--- src/design/ctcw_pkg.sv ---
package ctcw_pkg;
  localparam int unsigned CompactW = 32;
  localparam int unsigned WideW = 256;
  localparam int unsigned WordW = 64;
  localparam int unsigned IdxW = 2;
  localparam int unsigned NumWords = WideW / WordW;
  localparam int unsigned StepW = $clog2(WideW);
  localparam int unsigned QueueDepth = 2;

  typedef struct packed {
    logic [WideW-1:0] target;
    logic             invalid;
  } job_t;

  typedef enum logic [1:0] {
    BkIdle,
    BkDiv,
    BkInc,
    BkOut
  } back_state_e;
endpackage

--- src/design/ctcw_front.sv ---
module ctcw_front (
  input  logic                             clk_i,
  input  logic                             rst_ni,
  input  logic [ctcw_pkg::CompactW-1:0]    compact_bits_i,
  input  logic                             in_valid_i,
  output logic                             in_ready_o,
  output ctcw_pkg::job_t                   job_o,
  output logic                             job_valid_o,
  input  logic                             job_ready_i
);
  import ctcw_pkg::*;

  logic [7:0]       size;
  logic [22:0]      mant;
  logic             neg, ovf, mant_nz;
  logic [WideW-1:0] tgt;
  logic [8:0]       shamt;
  job_t             job_q;
  logic             vld_q;

  assign size    = compact_bits_i[31:24];
  assign mant    = compact_bits_i[22:0];
  assign mant_nz = (mant != '0);
  assign neg     = mant_nz && compact_bits_i[23];
  assign ovf     = mant_nz && ((size > 8'd34) || ((mant > 23'hff) && (size > 8'd33)) ||
                               ((mant > 23'hffff) && (size > 8'd32)));
  assign shamt   = 9'({size, 3'b000} - 11'd24);

  always_comb begin
    tgt = '0;
    if (size <= 8'd3) begin
      tgt = WideW'(mant >> {(2'd3 - size[1:0]), 3'b000});
    end else if (size < 8'd35) begin
      tgt = WideW'(mant) << shamt;
    end
  end

  assign in_ready_o  = !vld_q || job_ready_i;
  assign job_o       = job_q;
  assign job_valid_o = vld_q;

  always_ff @(posedge clk_i or negedge rst_ni) begin
    if (!rst_ni) begin
      vld_q <= 1'b0;
    end else if (in_ready_o) begin
      vld_q <= in_valid_i;
    end
  end

  always_ff @(posedge clk_i) begin
    if (in_ready_o && in_valid_i) begin
      job_q.target  <= tgt;
      job_q.invalid <= neg || ovf || (tgt == '0);
    end
  end
endmodule

--- src/design/ctcw_queue.sv ---
module ctcw_queue (
  input  logic           clk_i,
  input  logic           rst_ni,
  input  ctcw_pkg::job_t wr_job_i,
  input  logic           wr_valid_i,
  output logic           wr_ready_o,
  output ctcw_pkg::job_t rd_job_o,
  output logic           rd_valid_o,
  input  logic           rd_ready_i
);
  import ctcw_pkg::*;

  localparam int unsigned PtrW = $clog2(QueueDepth);

  job_t          mem_q [QueueDepth];
  logic [PtrW-1:0] wp_q, rp_q;
  logic [PtrW:0]   cnt_q;
  logic            wr, rd;

  assign wr_ready_o = (cnt_q != (PtrW+1)'(QueueDepth));
  assign rd_valid_o = (cnt_q != '0);
  assign rd_job_o   = mem_q[rp_q];
  assign wr = wr_valid_i && wr_ready_o;
  assign rd = rd_valid_o && rd_ready_i;

  always_ff @(posedge clk_i or negedge rst_ni) begin
    if (!rst_ni) begin
      wp_q  <= '0;
      rp_q  <= '0;
      cnt_q <= '0;
    end else begin
      if (wr) wp_q <= wp_q + 1'b1;
      if (rd) rp_q <= rp_q + 1'b1;
      cnt_q <= cnt_q + (PtrW+1)'(wr) - (PtrW+1)'(rd);
    end
  end

  always_ff @(posedge clk_i) begin
    if (wr) mem_q[wp_q] <= wr_job_i;
  end
endmodule

--- src/design/ctcw_back.sv ---
module ctcw_back (
  input  logic                          clk_i,
  input  logic                          rst_ni,
  input  ctcw_pkg::job_t                job_i,
  input  logic                          job_valid_i,
  output logic                          job_ready_o,
  output logic [ctcw_pkg::WordW-1:0]    work_word_o,
  output logic [ctcw_pkg::IdxW-1:0]     word_index_o,
  output logic                          last_word_o,
  output logic                          target_invalid_o,
  output logic                          out_valid_o,
  input  logic                          out_ready_i
);
  import ctcw_pkg::*;

  back_state_e      state_q, state_d;
  logic [WideW-1:0] num_q, den_q, rem_q, quo_q;
  logic             inv_q;
  logic [StepW-1:0] step_q;
  logic [IdxW-1:0]  idx_q;
  logic [WideW:0]   rsh, diff;
  logic             take;

  // remainder shifted by one with next dividend bit
  assign rsh  = {rem_q, num_q[WideW-1]};
  assign diff = rsh - {1'b0, den_q};
  assign take = !diff[WideW];

  assign job_ready_o      = (state_q == BkIdle);
  assign out_valid_o      = (state_q == BkOut);
  assign work_word_o      = quo_q[WordW-1:0];
  assign word_index_o     = idx_q;
  assign last_word_o      = (idx_q == IdxW'(NumWords - 1));
  assign target_invalid_o = inv_q;

  always_comb begin
    state_d = state_q;
    unique case (state_q)
      BkIdle: if (job_valid_i) state_d = job_i.invalid ? BkOut : BkDiv;
      BkDiv:  if (step_q == '1) state_d = BkInc;
      BkInc:  state_d = BkOut;
      BkOut:  if (out_ready_i && last_word_o) state_d = BkIdle;
      default: state_d = BkIdle;
    endcase
  end

  always_ff @(posedge clk_i or negedge rst_ni) begin
    if (!rst_ni) begin
      state_q <= BkIdle;
      step_q  <= '0;
      idx_q   <= '0;
    end else begin
      state_q <= state_d;
      if (state_q == BkIdle) begin
        step_q <= '0;
        idx_q  <= '0;
      end else if (state_q == BkDiv) begin
        step_q <= step_q + 1'b1;
      end else if (state_q == BkOut && out_ready_i) begin
        idx_q <= idx_q + 1'b1;
      end
    end
  end

  always_ff @(posedge clk_i) begin
    unique case (state_q)
      BkIdle: begin
        num_q <= ~job_i.target;
        den_q <= job_i.target + 1'b1;
        rem_q <= '0;
        quo_q <= '0;
        inv_q <= job_i.invalid;
      end
      BkDiv: begin
        num_q <= num_q << 1;
        rem_q <= take ? diff[WideW-1:0] : rsh[WideW-1:0];
        quo_q <= {quo_q[WideW-2:0], take};
      end
      BkInc: quo_q <= quo_q + 1'b1;
      BkOut: if (out_ready_i) quo_q <= quo_q >> WordW;
      default: ;
    endcase
  end
endmodule

--- src/design/compact_target_chain_work.sv ---
// an input passes the front register and the queue; the back end then runs the
// radix-2 restoring divider doing one quotient bit per cycle over 256 bits, then an
// increment and 4 output word transfers, and takes no new job until the last word is
// transferred; invalid targets skip the divider and the increment
// a two-entry queue lets the front accept items while the divider is busy
// reset: asynchronous active-low, clears all control state and the queue count and pointers
module compact_target_chain_work (
  input  logic                          clk_i,
  input  logic                          rst_ni,
  input  logic [ctcw_pkg::CompactW-1:0] compact_bits_i,
  input  logic                          in_valid_i,
  output logic                          in_ready_o,
  output logic [ctcw_pkg::WordW-1:0]    work_word_o,
  output logic [ctcw_pkg::IdxW-1:0]     word_index_o,
  output logic                          last_word_o,
  output logic                          target_invalid_o,
  output logic                          out_valid_o,
  input  logic                          out_ready_i
);
  import ctcw_pkg::*;

  job_t f_job, q_job;
  logic f_vld, f_rdy, q_vld, q_rdy;

  ctcw_front u_front (
    .clk_i, .rst_ni, .compact_bits_i, .in_valid_i, .in_ready_o,
    .job_o(f_job), .job_valid_o(f_vld), .job_ready_i(f_rdy)
  );

  ctcw_queue u_queue (
    .clk_i, .rst_ni,
    .wr_job_i(f_job), .wr_valid_i(f_vld), .wr_ready_o(f_rdy),
    .rd_job_o(q_job), .rd_valid_o(q_vld), .rd_ready_i(q_rdy)
  );

  ctcw_back u_back (
    .clk_i, .rst_ni,
    .job_i(q_job), .job_valid_i(q_vld), .job_ready_o(q_rdy),
    .work_word_o, .word_index_o, .last_word_o, .target_invalid_o,
    .out_valid_o, .out_ready_i
  );
endmodule

--- config.mk ---
export PLATFORM = sky130hd
export DESIGN_NAME = compact_target_chain_work
export DESIGN_NICKNAME = d
export VERILOG_FILES = /design/src/design/ctcw_pkg.sv /design/src/design/ctcw_front.sv /design/src/design/ctcw_queue.sv /design/src/design/ctcw_back.sv /design/src/design/compact_target_chain_work.sv
export SDC_FILE = /design/constraint.sdc
export NUM_CORES = 2
export LEC_CHECK = 0
export ABC_CLOCK_PERIOD_IN_PS = 37000
export BUFFER_PORTS_ARGS = -buffer_cell sky130_fd_sc_hd__buf_4
export CAP_MARGIN = 15
export CORE_MARGIN = 1.5
export CORE_UTILIZATION = 30
export CTS_BUF_LIST = sky130_fd_sc_hd__clkbuf_8 sky130_fd_sc_hd__clkbuf_16
export DETAILED_ROUTE_END_ITERATION = 10
export GPL_TIMING_DRIVEN = 0
export PLACE_DENSITY = 0.46
export RECOVER_POWER = 100
export SLEW_MARGIN = 40
export SYNTH_ARGS = -nofsm -noshare
export SYNTH_HDL_FRONTEND = slang
export SYNTH_SLANG_ARGS = --single-unit
--- constraint.sdc ---
create_clock -name clk_i -period 37 [get_ports clk_i]
set_input_delay 1.85 -clock clk_i [delete_from_list [all_inputs] [get_ports clk_i]]
set_output_delay 1.85 -clock clk_i [all_outputs]
set_load 0.1 [all_outputs]
==> flow_metrics.py <==
metrics = {
    "synth": {
        "ys_ff_latch": 1813,
        "async_reset_ff_frac": 0.00938,
        "synth.area.top_cells": "edfxtp_1 (50%), nor2_1 (4.6%), nand2_1 (3.9%)",
        "syn_avg_cell_area_um2": 10.0,
        "synth_top_cell_area_share": 0.503,
        "synth_edf_count": 1796,
        "synth_warnings": 0,
        "seq_area_frac_synth": 0.507,
        "ys.flop_type": "edfxtp_1",
        "syn_nets": 11000,
        "synth_area_mm2": 0.107,
        "synth.largest_area_cell": "edfxtp_1",
        "syn_inst": 10700,
        "synth.distinct_cells": 108,
    },
    "die": {
        "rows": 219,
        "dieArea_mm2": 0.361,
        "initial_utilization": 0.301,
        "num_io_pins": 106,
        "fp.dieH_um": 601,
        "die_x_um": 601,
        "fp.coreArea_mm2": 0.356,
    },
    "worst_hold_path": {
        "hold_path_class": "flip-flop to flip-flop",
        "hold_depth": 0,
    },
    "placed_design": {
        "finalWeightedCongestion": 0.997,
        "port_buffers": 92,
        "hpwl_mm": 390,
        "place_ws_ns": 24.12,
    },
    "final_layout": {
        "layout_commonest_cell": "edfxtp_1",
        "nets": 11400,
        "area_growth_pct": 13.2,
        "final_cell_mix": "edfxtp_1 (1,796), nor2_1 (1,329), nand2_1 (1,122), a21oi_1 (812), clkbuf_1 (677)",
        "fillCellCount": 36800,
        "layout-drive-gt1-share": 0.0667,
        "final_core_util": 0.341,
    },
    "sta": {
        "slew_viol_final": 1804,
        "hold_viol": 0,
        "worst_slack_ns": 12.57,
        "max_freq_ghz": 0.0409,
        "worst_pin_slew_ns": 3.08,
        "setup_tns_ns": 0,
        "setup_violations": 0,
        "rsz0062_at_grt": "no",
        "slew_headroom": -1.11,
        "period_share": 0.660,
        "timing.final.crit_period_ns": 24.43,
        "skew_ns": 0.0762,
        "hold_ws_ns": 0.433,
    },
    "worst_setup_path": {
        "crit_fanout": 10,
        "critPathSlowestCell": "clkbuf_1",
        "r2r_slack_ns": 12.57,
        "slowest_delay_ns": 1.33,
        "start_kind": "flip-flop",
        "r2r_cells": 33,
        "cpMostUsedCell": "clkbuf_1",
        "critPathRequiredTime_ns": 37.64,
        "crit_type": "flip-flop to flip-flop",
        "endpoint_kind": "flip-flop",
        "arrival_ns": 25.07,
    },
    "route": {
        "postRouteAntennaNets": 0,
        "met3_length_mm": 40.0,
        "post-route-drc-count": 3,
        "viasPerCell": 5.74,
        "vias": 92200,
        "wl_met2_mm": 212,
        "wire_per_inst_um": 30.7,
        "drt_pre_antenna_iters": 11,
        "routed_wl_mm": 493,
        "drtIter0Drc": 13600,
        "met1Wirelength_mm": 220,
        "dr.max_layer_used": "met5",
    },
    "power_and_ir_drop": {
        "power_density_mw_per_mm2": 113,
        "vdd_drop_max_v": 0.0000710,
        "leakagePower_nw": 41.9,
    },
    "run_status": {
        "status": "complete, but fails checks",
        "violations": "design-rule violations, max-capacitance violations, max-slew violations",
    },
    "clocking": {
        "cts_tree": "built",
        "clkTransAtPathRegs_ns": 0.06,
        "cts_hold_buf": 0,
        "h-tree-depth": 4,
        "clockRootBuffer": "clkbuf_16",
        "cts_buffers": 214,
        "clockBufferDepth": 4,
        "clock_sinks": 1813,
        "cts_setup_buffers": 0,
        "ctsResizeCount": 0,
        "clk_latency_ns": 0.92,
    },
    "grt": {
        "grt_max_degree": 44,
        "grt_pass1_wl_mm": 681,
        "antenna_found_initial": 24,
        "grt_pass1_vias": 86600,
        "grt-ovfl-total": 0,
        "grt_usage": 0.262,
    },
    "job": {
        "cap_viol_max_count": 82,
    },
}
-- routing by layer --
metal  vias to the layer above  track usage
li1                      40300            -
met5                         -            0
met1                     46300        0.381
met3                       734       0.0322
met2                      4885        0.401
met4                         2       0.0915
-- kinds of logic after synthesis --
family,after synthesis,share of synthesized area
XOR/XNOR,762,0.0623
AO/OA/AOI/OAI,2347,0.140
buffers and inverters,1029,0.0404
AND/OR/NAND/NOR,4109,0.183
adder cells (fa/ha/maj),270,0.0316
flip-flops,1813,0.507
multiplexers,359,0.0358
-- critical path: cells and delay by family (launching register included) --
kind / cells / cell delay (ns)
buffers and inverters: 19 / 16.52
xor gates and xnor gates: 1 / 0.12
muxes: 1 / 0.46
adders and majority gates: 1 / 0.23
DFF: 1 / 0.73
AOI/OAI and AO/OA: 1 / 0.35
and+or+nand+nor: 10 / 5.53
-- cells in the mapped netlist (269+ instances only) --
| cell type | number |
|---|---|
| nand2_1 | 1121 |
| a21oi_1 | 814 |
| ha_1 | 269 |
| clkbuf_1 | 470 |
| nand4_1 | 306 |
| inv_1 | 398 |
| xnor2_1 | 421 |
| nor2_1 | 1328 |
| nand3_1 | 325 |
| o21ai_0 | 551 |
| edfxtp_1 | 1796 |
| xor2_1 | 341 |
-- cell type report --
type / count / area [um2] / share of cell area
Multi-Input combinational cell: 7847 / 48600 / 0.400
Buffer: 628 / 2730 / 0.0225
Timing Repair Buffer: 214 / 1160 / 0.00956
Tap cell: 4751 / 5940 / 0.0490
Clock inverter: 171 / 1550 / 0.0128
Inverter: 401 / 1510 / 0.0124
Sequential cell: 1813 / 54400 / 0.448
Antenna cell: 14 / 35.0 / 0.000289
Clock buffer: 222 / 5500 / 0.0453
-- where the power goes --
part | internal, mW | total [mW] | switching (mW)
Clock | 1.25 | 2.17 | 0.923
Sequential | 3.47 | 4.02 | 0.555
Combinational | 2.08 | 7.57 | 5.49
-- registers in the layout, indices dropped and copies added (netlist names), 8 cells and up --
register / flops
u_back.den_q: 256
u_front.job_o: 257
u_back.step_q: 8
u_back.quo_q: 256
u_back.rem_q: 256
u_back.num_q: 256
u_queue.mem_q: 514
-- final timing paths --
path / from / to
worst max-delay path: u_queue.rp_q$_DFFE_PN0P_ / u_back.den_q[250]$_DFFE_PP_
worst min-delay path: u_front.job_o[240]$_DFFE_PP_ / u_queue.mem_q[0][240]$_DFFE_PP_
worst max register to register: u_queue.rp_q$_DFFE_PN0P_ / u_back.den_q[250]$_DFFE_PP_
worst min register to register: u_front.job_o[240]$_DFFE_PP_ / u_queue.mem_q[0][240]$_DFFE_PP_
max in group asynchronous: rst_ni / u_queue.cnt_q[1]$_DFF_PN0_
min in group asynchronous: rst_ni / u_back.word_index_o[0]$_DFFE_PN0P_
-- metrics by stage --
step                power (mW)  std cells  area [um2]
finish                    13.8      16100      121000
global route              14.4      16000      121000
CTS                       13.8      16000      124000
detailed placement        11.6      15700      117000
global placement          11.7      15500      114000
floorplan                 8.49      10700      107000
No activity file was read; power rests on OpenSTA's default activity.
